`config.mk`:
```
export PLATFORM = sky130hd
export DESIGN_NAME = jls_front
export DESIGN_NICKNAME = d
export VERILOG_FILES = /design/src/hw/rtl/jacobi_linear_solver_core_macros.svh /design/src/hw/rtl/jls_pkg.sv /design/src/hw/rtl/jls_front.sv
export SDC_FILE = /design/constraint.sdc
export NUM_CORES = 1
export LEC_CHECK = 0
export ABC_AREA = 0
export BUFFER_PORTS_ARGS = -buffer_cell sky130_fd_sc_hd__buf_4
export CORE_MARGIN = 3
export CORE_UTILIZATION = 47
export CTS_CLUSTER_DIAMETER = 100
export DETAILED_ROUTE_END_ITERATION = 8
export GPL_TIMING_DRIVEN = 1
export HOLD_SLACK_MARGIN = 0.03
export PLACE_DENSITY = 0.81
export REMOVE_ABC_BUFFERS = 1
export SLEW_MARGIN = 20
export SYNTH_ARGS = -nofsm -noshare
export SYNTH_HDL_FRONTEND = slang
export SYNTH_SLANG_ARGS = --single-unit
```
`constraint.sdc`:
```
create_clock -name clk -period 4.9 [get_ports clk]
set_input_delay 0.98 -clock clk [delete_from_list [all_inputs] [get_ports clk]]
set_output_delay 0.98 -clock clk [all_outputs]
set_load 0.02 [all_outputs]
```
`src/hw/rtl/jacobi_linear_solver_core_macros.svh`:
```
// Assertion macros shared by the Jacobi solver RTL.
`ifndef JACOBI_LINEAR_SOLVER_CORE_MACROS_SVH
`define JACOBI_LINEAR_SOLVER_CORE_MACROS_SVH

// Same-cycle implication, sampled on clk, off while rst_n is low.
`define JLS_ASSERT_NOW(lbl, ante, cons) \
  lbl: assert property (@(posedge clk) disable iff (!rst_n) (ante) |-> (cons)) \
    else $error("jls assertion failed");

// Next-cycle implication, sampled on clk, off while rst_n is low.
`define JLS_ASSERT_NEXT(lbl, ante, cons) \
  lbl: assert property (@(posedge clk) disable iff (!rst_n) (ante) |=> (cons)) \
    else $error("jls assertion failed");

`endif

```
`src/hw/rtl/jls_pkg.sv`:
```
// Types, constants and arithmetic helpers of the Jacobi solver.
`default_nettype none

package jls_pkg;

  localparam int MSIZE = 16;
  localparam int IDX_W = $clog2(MSIZE);
  localparam int AW    = $clog2(MSIZE * MSIZE);
  localparam int ACC_W = 38;

  // input modes
  localparam logic [1:0] MODE_LOAD_A = 2'd0;
  localparam logic [1:0] MODE_LOAD_B = 2'd1;
  localparam logic [1:0] MODE_SOLVE  = 2'd2;

  // queued command codes
  localparam logic [1:0] OP_LOAD_A = 2'd0;
  localparam logic [1:0] OP_LOAD_B = 2'd1;
  localparam logic [1:0] OP_SOLVE  = 2'd2;

  // configuration register indexes
  localparam int CFG_IDX_W = 1;
  localparam int CFG_W     = 31;
  localparam logic [CFG_IDX_W-1:0] CFG_MAX_ITER  = 1'b0;
  localparam logic [CFG_IDX_W-1:0] CFG_RES_LIMIT = 1'b1;

  typedef struct packed {
    logic [1:0]         mode;
    logic [5:0]         row;
    logic [5:0]         col;
    logic signed [31:0] value;
  } in_item_t;

  typedef struct packed {
    logic [5:0]         index;
    logic signed [31:0] solution;
    logic               converged;
    logic [7:0]         sweeps_used;
    logic               zero_pivot;
    logic               last;
  } res_item_t;

  typedef struct packed {
    logic [1:0]         op;
    logic [IDX_W-1:0]   row;
    logic [IDX_W-1:0]   col;
    logic signed [31:0] value;
  } cmd_t;

  // Q16.16 product: floor shift by 16, saturate to 32 bits
  function automatic logic signed [31:0] sat_shift16(input logic signed [63:0] p);
    logic signed [47:0] s;
    s = p[63:16];
    if (s > 48'sd2147483647)       return 32'sh7FFF_FFFF;
    else if (s < -48'sd2147483648) return 32'sh8000_0000;
    else                           return s[31:0];
  endfunction

  function automatic logic signed [31:0] sat_acc(input logic signed [ACC_W-1:0] a);
    if (a > ACC_W'(64'sd2147483647))       return 32'sh7FFF_FFFF;
    else if (a < -ACC_W'(64'sd2147483648)) return 32'sh8000_0000;
    else                                   return a[31:0];
  endfunction

  function automatic logic signed [ACC_W-1:0] ext_acc(input logic signed [31:0] v);
    return {{(ACC_W-32){v[31]}}, v};
  endfunction

endpackage

`default_nettype wire

```
`src/hw/rtl/jls_front.sv`:
```
// Front end: accepts input transfers, drops dead ones, queues commands.
`default_nettype none

module jls_front (
  input  wire logic              clk,
  input  wire logic              rst_n,
  input  wire jls_pkg::in_item_t in_data,
  input  wire logic              in_valid,
  output logic                   in_ready,
  output jls_pkg::cmd_t          q_data,
  output logic                   q_valid,
  input  wire logic              q_pop
);
  import jls_pkg::*;

  logic       row_ok, col_ok, keep, push;
  cmd_t       cmd;
  cmd_t       slot_r [2];
  logic       wp_r, rp_r;
  logic [1:0] cnt_r, cnt_nxt;

  assign row_ok = {1'b0, in_data.row} < 7'(MSIZE);
  assign col_ok = {1'b0, in_data.col} < 7'(MSIZE);

  always_comb begin
    cmd.row   = in_data.row[IDX_W-1:0];
    cmd.col   = in_data.col[IDX_W-1:0];
    cmd.value = in_data.value;
    unique case (in_data.mode)
      MODE_LOAD_A: begin cmd.op = OP_LOAD_A; keep = row_ok && col_ok; end
      MODE_LOAD_B: begin cmd.op = OP_LOAD_B; keep = row_ok; end
      MODE_SOLVE:  begin cmd.op = OP_SOLVE;  keep = 1'b1; end
      default:     begin cmd.op = OP_SOLVE;  keep = 1'b0; end
    endcase
  end

  assign in_ready = (cnt_r != 2'd2);
  assign push     = in_valid && in_ready && keep;
  assign q_valid  = (cnt_r != 2'd0);
  assign q_data   = slot_r[rp_r];
  assign cnt_nxt  = cnt_r + {1'b0, push} - {1'b0, q_pop};

  always_ff @(posedge clk) begin
    if (!rst_n) begin
      cnt_r <= 2'd0;
      wp_r  <= 1'b0;
      rp_r  <= 1'b0;
    end else begin
      cnt_r <= cnt_nxt;
      if (push)  wp_r <= ~wp_r;
      if (q_pop) rp_r <= ~rp_r;
    end
  end

  always_ff @(posedge clk) begin
    if (push) slot_r[wp_r] <= cmd;
  end

endmodule

`default_nettype wire

```
Word level (Yosys, flattened, before mapping)
Memory sizes are Yosys's and may differ from the RTL's. A register that Yosys moved wholly into a read port is not among the register bits.
Cells that the tools add are included.
Word-level totals
  flip-flop bits (word level): 4
  latch bits: 0
  RAM bits: 84
  bits in read-only memories: 0
  output and inout port bits: 44
  word-level logic and storage cells: 24
  memories kept: 1
Memories
  slot_r: depth 2, width 42, rd ports 1, clocked after Yosys merged registers in 1, write ports 1, RTL line jls_front.sv:18  | cmd_t slot_r [2];
Cells by class
  $add $sub $neg: 2
  multipliers: 0
  div/mod/pow operators: 0
  $lt $le $gt $ge: 2
  eq/ne operators: 3
  shift operators: 0
  mux-type cells: 6
  bitwise logic cells: 2
  reductions and logical operators: 5
Operators with widths (count)
  $lt 6x5->1 const B: 2
  $mux 1: 4
  $pmux 2 s2: 1
  $logic_and 1x1->1: 3
  $pmux 1 s3: 1
  $add 2x1->2: 1
  $eq 2x1->1 const B: 1
  $eq 2x2->1 const B: 1
  $logic_not 2->1: 1
  $ne 2x2->1 const B: 1
  $not 1->1: 2
  $reduce_bool 2->1: 1
  $sub 2x1->2: 1

Logic depth before layout (Yosys ltp)
Gate-level depths: netlist of the first run.
  word-level depth: 6
  mapped depth: 7
  mapped depth without buffers: 7

Least setup slack after synthesis of the first run
OpenSTA, ideal clock, no wires.
  kind: in2reg
  start point: in in_data[36] (netlist bit)
  end point: mem slot_r[0][0] (netlist bit) (enable)
  setup time: 494 ps
  data arrival time: 4134 ps
  required time: 4406 ps
  slack: 272 ps
  stages on the path: 3
  path buffers: 0
  path through: o21bai_1 a21oi_2 nor3_1
Between the ends
  cells in the longest elaborated chain, start to end: 6
Ends and longest elaborated chain
  from (decl): RTL line jls_front.sv:7  | input wire jls_pkg::in_item_t in_data,
  $lt 6x5->1: RTL line jls_front.sv:23  | assign col_ok = {1'b0, in_data.col} < 7'(MSIZE);
  $logic_and 1x1->1: RTL line jls_front.sv:30  | MODE_LOAD_A: begin cmd.op = OP_LOAD_A; keep = row_ok && col_ok; end
  $pmux 1 s3: RTL line jls_front.sv:29  | unique case (in_data.mode)
  $logic_and 1x1->1: RTL line jls_front.sv:38  | assign push = in_valid && in_ready && keep;
  $mux 1: RTL line jls_front.sv:56  | if (push) slot_r[wp_r] <= cmd;
  $mux 1 (implied by the code): RTL line jls_front.sv:56
  to (decl): RTL line jls_front.sv:18
No other way between the ends.

==> results by group, run 1 <==
Yosys
  • Ys Warns: 0
  • Post-Synthesis Cells: roughly 160
  • Synth area leader: edfxtp_1
  • Sequential-to-total area share from yosys stat: about three quarters
  • Synth top area share: 72.75%
  • Synthesized area per cell: 21.27 um2
  • Synth top cells by count: edfxtp_1, mux2_4, dfxtp_1
  • Top-count cell post-synth: edfxtp_1
  • Distinct cells, synth: 23
  • Synth top area cells: edfxtp_1, mux2_4, dfxtp_1
  • FF+latch count, synth: between 80 and 90
  • Post-synth ARST share: 0%
  • Top_reg_cell synth: edfxtp_1
  • EDFF count, synth: 84
  • Mapped Area: around 3500 um2

Place
  • Dpl hpwl: 4009 um
  • Placed Cells: 348
  • Placer congestion estimate: 0.7105
  • Port bufs: 93

GRT
  • Total Routing Usage GR: 14.10%
  • Initial antenna violation count: 0
  • Global-route wire length before repair: 9018 um
  • Number of global-route vias before repair: about 1,800
  • GRT overflow: 0
  • Pin count of the biggest net entering global routing: 43

Run
  • Number of max-cap violations: 0

Timing
  • Final worst path period share: between 60% and 70%
  • Slew margin rel.: 33.55%
  • Max Slew Vio Count: 0
  • RSZ-0062 raised after global routing: no
  • Min Tclk post-route: 3118 ps
  • Slew @ Worst Pin: 996.7 ps
  • Setup total negative slack: 0 ps
  • Fmax: 0.3208 GHz
  • Clock skew: about 12 ps
  • Hold_ws: 516.5 ps
  • Final setup viols: 0
  • Final hold violation count: 0

Clock network
  • Sink Count: 89
  • # resized after CTS: 0
  • Clock buffer depth: 2
  • Clk Latency, worst-skew pair: between 300 and 400 ps
  • Hold buffers post-CTS: 0
  • Clock slew at reported path FFs: 80 ps
  • # Post-CTS Setup Buffers: 0
  • CTS root buffer: clkbuf_8
  • CTS tree: built
  • CTS Buf Count: 9
  • H-tree depth: 3

Routing
  • DRT Wirelength: 5743 um
  • First DRT Iteration DRCs: 85
  • DRC errors left: 0
  • Post-DRT Antenna Nets: 0
  • WL/cell: 15.78 um
  • Vias/cell: 4.720
  • DRT Pass-1 Iters: 4
  • Via Count: 1,718

Floorplan
  • Die Span X: 91.89 um
  • Die area: 8444 um2
  • Initial core utilization: 49.66%
  • IO Pins: 94
  • Core footprint: 6982 um2
  • # rows: 30
  • Die H: roughly 92 um

Power and ir drop
  • P_int: 1.266 mW
  • Switching share of power: roughly a quarter
  • Maximum vdd drop: 0.0002217 V
  • Clock power frac: between 20 and 30%
  • Pleak: 1.753 nW
  • Gate power share: 16.8%
  • P_sw: 0.3998 mW
  • Power density over cell area: around 370 nW/um2
  • Seq pwr share: a little over half

Finish
  • Synthesis-to-finish area growth: 28.18%
  • Final #Nets: 315
  • ANT cells: 0
  • Final Util: 63.66%
  • Final Non-Filler Cells: 364
  • Share of cells above drive strength 1: 57.84%

Critical path
  • Req. time, crit path: 3920 ps
  • Crit path kind: reg -> out
  • CP Launch Type: flip-flop
  • WP data arrival: 2140 ps
  • Crit end category: primary output
  • Max FO, Critical Path: 24

Min path
  • Hold crit path type: reg -> reg

Status
  • Status: completed
routing by layer:
metal | routed length (um) | track usage (%) | up-vias
met3 | 379 | 3.445 | 9
met5 | 0 | 0 | -
met4 | 95 | 7.426 | 0
met2 | 2754 | 21.84 | 79
met1 | 2513 | 18.46 | 811
li1 | - | - | 819
area by class of cell:
cell class              count  area, um2
clock buffers              10      127.6
multi-input cells          65      783.3
flip-flops and latches     89       2624
repair buffers             95      713.2
inverters                   3      11.26
clock inverters             6      65.06
fillers                   518       2537
well taps                  96      120.1
path summary, 6_finish.rpt:
kind,from,end,slack [ps],depth (start not counted)
setup / recovery,flip-flop,q_data[28],1780,3
hold / removal,wp_r$_SDFFE_PN0N_,wp_r$_SDFFE_PN0N_,520,2
setup reg to reg,cnt_r[0]$_SDFF_PN0_,slot_r[1][14]$_DFFE_PP_,2870,4
hold reg to reg,wp_r$_SDFFE_PN0N_,wp_r$_SDFFE_PN0N_,520,2
worst max-delay path: stages (launching register included):
cell	delay, ps
dfxtp_2	830
buf_4	450
mux2_4	340
buf_4	160
metrics by stage:
step	total power [mW]	worst slack, ps	area [um2]
2_1_floorplan	1.089	271.9	3411
4_1_cts	1.685	1726	4444
5_1_grt	1.737	1662	4444
3_5_place_dp	1.207	2064	4252
6_report	1.666	1782	4444
3_3_place_gp	1.200	2105	4252
power by group through the flow:
| stage | registers, mW | logic [mW] | clock network (mW) |
|---|---|---|---|
| detailed placement | 0.922 | 0.285 | 0 |
| finish | 0.904 | 0.280 | 0.482 |
| CTS | 0.905 | 0.285 | 0.495 |
| global placement | 0.920 | 0.280 | 0 |
| global route | 0.910 | 0.300 | 0.527 |
| floorplan | 0.924 | 0.165 | 0 |
kinds of logic after synthesis:
group                      count (synthesis)  synth area share, %
DFF                                       89                75.64
adders and majority gates                  2               0.7216
xor gates and xnor gates                   3               0.7580
buffers and inverters                      9                1.949
and+or+nand+nor                           15                2.201
muxes                                     43                18.26
AOI/OAI and AO/OA                          2               0.4693
registers in the layout, indices dropped and copies added, names as in the netlist, named ones only:
signal and flops:
slot_r 84, cnt_r 2, rp_r 1, wp_r 1
cells in the final DEF (no fill, tap or decap), types with 2 or more instances in the layout:
cell type,netlist,final
buf_4,1,95
edfxtp_1,84,84
mux2_4,40,40
clkbuf_8,0,9
nor2_1,4,4
dfxtp_1,5,4
inv_1,3,3
mux2_1,2,2
nand2b_1,2,2
nand2_1,2,2
xnor2_1,2,2
ha_1,2,2
clkinv_2,0,2
inv_6,0,2
Note: power is estimated with default switching activity, not from simulation.
==> run 2, diff against run 1 <==
--- a/config.mk
+++ b/config.mk
@@ -8,12 +8,12 @@
 export ABC_AREA = 0
 export BUFFER_PORTS_ARGS = -buffer_cell sky130_fd_sc_hd__buf_4
 export CORE_MARGIN = 3
-export CORE_UTILIZATION = 47
+export CORE_UTILIZATION = 49
 export CTS_CLUSTER_DIAMETER = 100
 export DETAILED_ROUTE_END_ITERATION = 8
 export GPL_TIMING_DRIVEN = 1
 export HOLD_SLACK_MARGIN = 0.03
-export PLACE_DENSITY = 0.81
+export PLACE_DENSITY = 0.8
 export REMOVE_ABC_BUFFERS = 1
 export SLEW_MARGIN = 20
 export SYNTH_ARGS = -nofsm -noshare
==> constraint.sdc (replaced) <==
create_clock -name clk -period 3.1 [get_ports clk]
set_input_delay 0.62 -clock clk [delete_from_list [all_inputs] [get_ports clk]]
set_output_delay 0.62 -clock clk [all_outputs]
set_load 0.02 [all_outputs]
==> run 2 against run 1 <==
Against the previous run: critical endpoint is now q_data[0]; via count down 1.4%; clock skew fell by 6.5 ps; highest routed layer unchanged; sequential power is 57% higher; count of clock-buffer cells in the layout unchanged; register-to-register slack got worse by 1600 ps; largest cell class unchanged.
==> results by group, run 2 (synthesis results as in run 1) <==
Power and ir drop
  • Power density over cell area: 575.7 nW/um2
  • P_int: 1.924 mW
  • Switching share of power: 24.91%
  • Gate power share: 17.8%
  • Clock power frac: 26.7%
  • Seq pwr share: 55.5%
  • Pleak: 1.757 nW
  • P_sw: about 0.64 mW
  • Maximum vdd drop: approximately 0.00036 V

Timing
  • Slew margin rel.: around 60%
  • Slew @ Worst Pin: 579.8 ps
  • Min Tclk post-route: 2437 ps
  • Final hold violation count: 0
  • Max Slew Vio Count: 0
  • RSZ-0062 raised after global routing: no
  • Clock skew: 5.797 ps
  • Final worst path period share: between 70% and 80%
  • Hold_ws: ~460 ps
  • Fmax: 0.4103 GHz
  • Final setup viols: 0
  • Setup total negative slack: 0 ps

Clock network
  • # resized after CTS: 0
  • CTS Buf Count: 9
  • H-tree depth: 3
  • CTS root buffer: clkbuf_8
  • Clk Latency, worst-skew pair: 340 ps
  • Clock slew at reported path FFs: 90 ps
  • Sink Count: 89
  • # Post-CTS Setup Buffers: 0
  • CTS tree: built
  • Hold buffers post-CTS: 0
  • Clock buffer depth: 2

Critical path
  • Req. time, crit path: 2480 ps
  • Levels on crit path: 3
  • CP Launch Type: flip-flop
  • Crit end category: primary output
  • Critical path's largest stage delay: ~660 ps
  • Critical path's slowest cell: dfxtp_2
  • Cell family with most CP delay: flip-flops
  • Max FO, Critical Path: 28
  • CP Cell Sequence: buf_12, mux2_1, buf_4
  • Crit path kind: reg -> out
  • CP bufs+invs: 2
  • WP data arrival: 1820 ps
  • R2R cell count: 5

GRT
  • GRT overflow: 0
  • Pin count of the biggest net entering global routing: 43
  • Initial antenna violation count: 0
  • Number of global-route vias before repair: about 1,800
  • Total Routing Usage GR: 14.46%
  • Global-route wire length before repair: 9149 um

Routing
  • First DRT Iteration DRCs: 75
  • DRT Wirelength: about 5600 um
  • DRT Pass-1 Iters: 4
  • WL/cell: 15.40 um
  • Vias/cell: 4.628
  • Via Count: 1,694
  • Post-DRT Antenna Nets: 0
  • DRC errors left: 0

Floorplan
  • Die Span X: 90.12 um
  • Initial core utilization: 50.75%
  • Die H: ~90 um
  • IO Pins: 94
  • Die area: 8121 um2
  • Core footprint: between 6000 and 7000 um2
  • # rows: 30

Finish
  • Top Registers: slot_r x84, cnt_r x2
  • Multi-input gate area: 783.3 um2
  • Share of cells above drive strength 1: between 50% and 60%
  • Most flops, register: slot_r
  • Max reg flops: 84
  • Final #Nets: between 300 and 400
  • Register Area: approximately 2600 um2
  • Synthesis-to-finish area growth: 28.37%
  • Final Util: 65.15%
  • Most common cell after layout, fill and taps aside: buf_4
  • ANT cells: 0
  • Final Non-Filler Cells: 366
  • Commonest cells after routing, fill and taps aside: buf_4, edfxtp_1, mux2_4
  • FILL cells: 500

Status
  • Status: completed

Run
  • Number of max-cap violations: 0

Place
  • Placer congestion estimate: ~0.65
  • Dpl hpwl: 3963 um
  • Placed Cells: 350
  • Port bufs: 93

Min path
  • Hold crit path type: in -> reg
  • Worst Hold Path Cells: 1
-- run 2: cell count changes in the layout (fill, tap and decap cells not counted) --
cell       before  now
clkinv_4        0    2
bufinv_16       1    0
buf_4          95   96
buf_12          0    1
inv_6           2    1
-- run 2: layout make-up --
class | count | share of cell area (%)
Multi-Input combinational cell | 65 | 17.60
Timing Repair Buffer | 97 | 16.64
Clock buffer | 10 | 2.868
Clock inverter | 6 | 0.9840
Tap cell | 96 | 2.699
Inverter | 3 | 0.2530
Sequential cell | 89 | 58.95
-- run 2: metrics by stage --
| stage | power, mW | instance area (um2) | setup WS [ps] |
|---|---|---|---|
| detailed placement | 1.914 | 4279 | 786.0 |
| floorplan | 1.721 | 3411 | -1168 |
| finish | 2.562 | 4451 | 662.9 |
| CTS | 2.594 | 4451 | 611.5 |
| global route | 2.679 | 4451 | 547.0 |
| global placement | 1.901 | 4279 | 834.5 |
-- run 2: power groups by stage --
stage	clock network, mW	logic (mW)	registers (mW)
3_5_place_dp	0	0.464	1.45
6_report	0.684	0.457	1.42
2_1_floorplan	0	0.260	1.46
5_1_grt	0.764	0.486	1.43
4_1_cts	0.706	0.465	1.42
3_3_place_gp	0	0.454	1.45
-- run 2: per-layer routing --
layer  wire length (um)  track usage, %  vias up  part of all wire [%]
li1                   -               -      822                     -
met1               2469           18.05      805                    44
met2               2695           23.34       61                    48
met3                401           5.607        6                   7.1
met4                 70           4.592        0                   1.2
met5                  0               0        -                     0
-- run 2: path summary, 6_finish.rpt --
path                                          start                 endpoint  slack [ps]
worst min register to register    wp_r$_SDFFE_PN0N_        wp_r$_SDFFE_PN0N_         500
worst max register to register  cnt_r[0]$_SDFF_PN0_  slot_r[1][35]$_DFFE_PP_        1240
worst max-delay path                      flip-flop                q_data[0]         660
worst min-delay path                    in_data[41]  slot_r[1][39]$_DFFE_PP_         460
-- run 2: worst reg2reg max path: stages (launching register included) --
cell and delay (ps):
dfxtp_1 340, nand2b_1 140, nand3_1 130, nor2_2 170, and2_2 480, buf_4 310
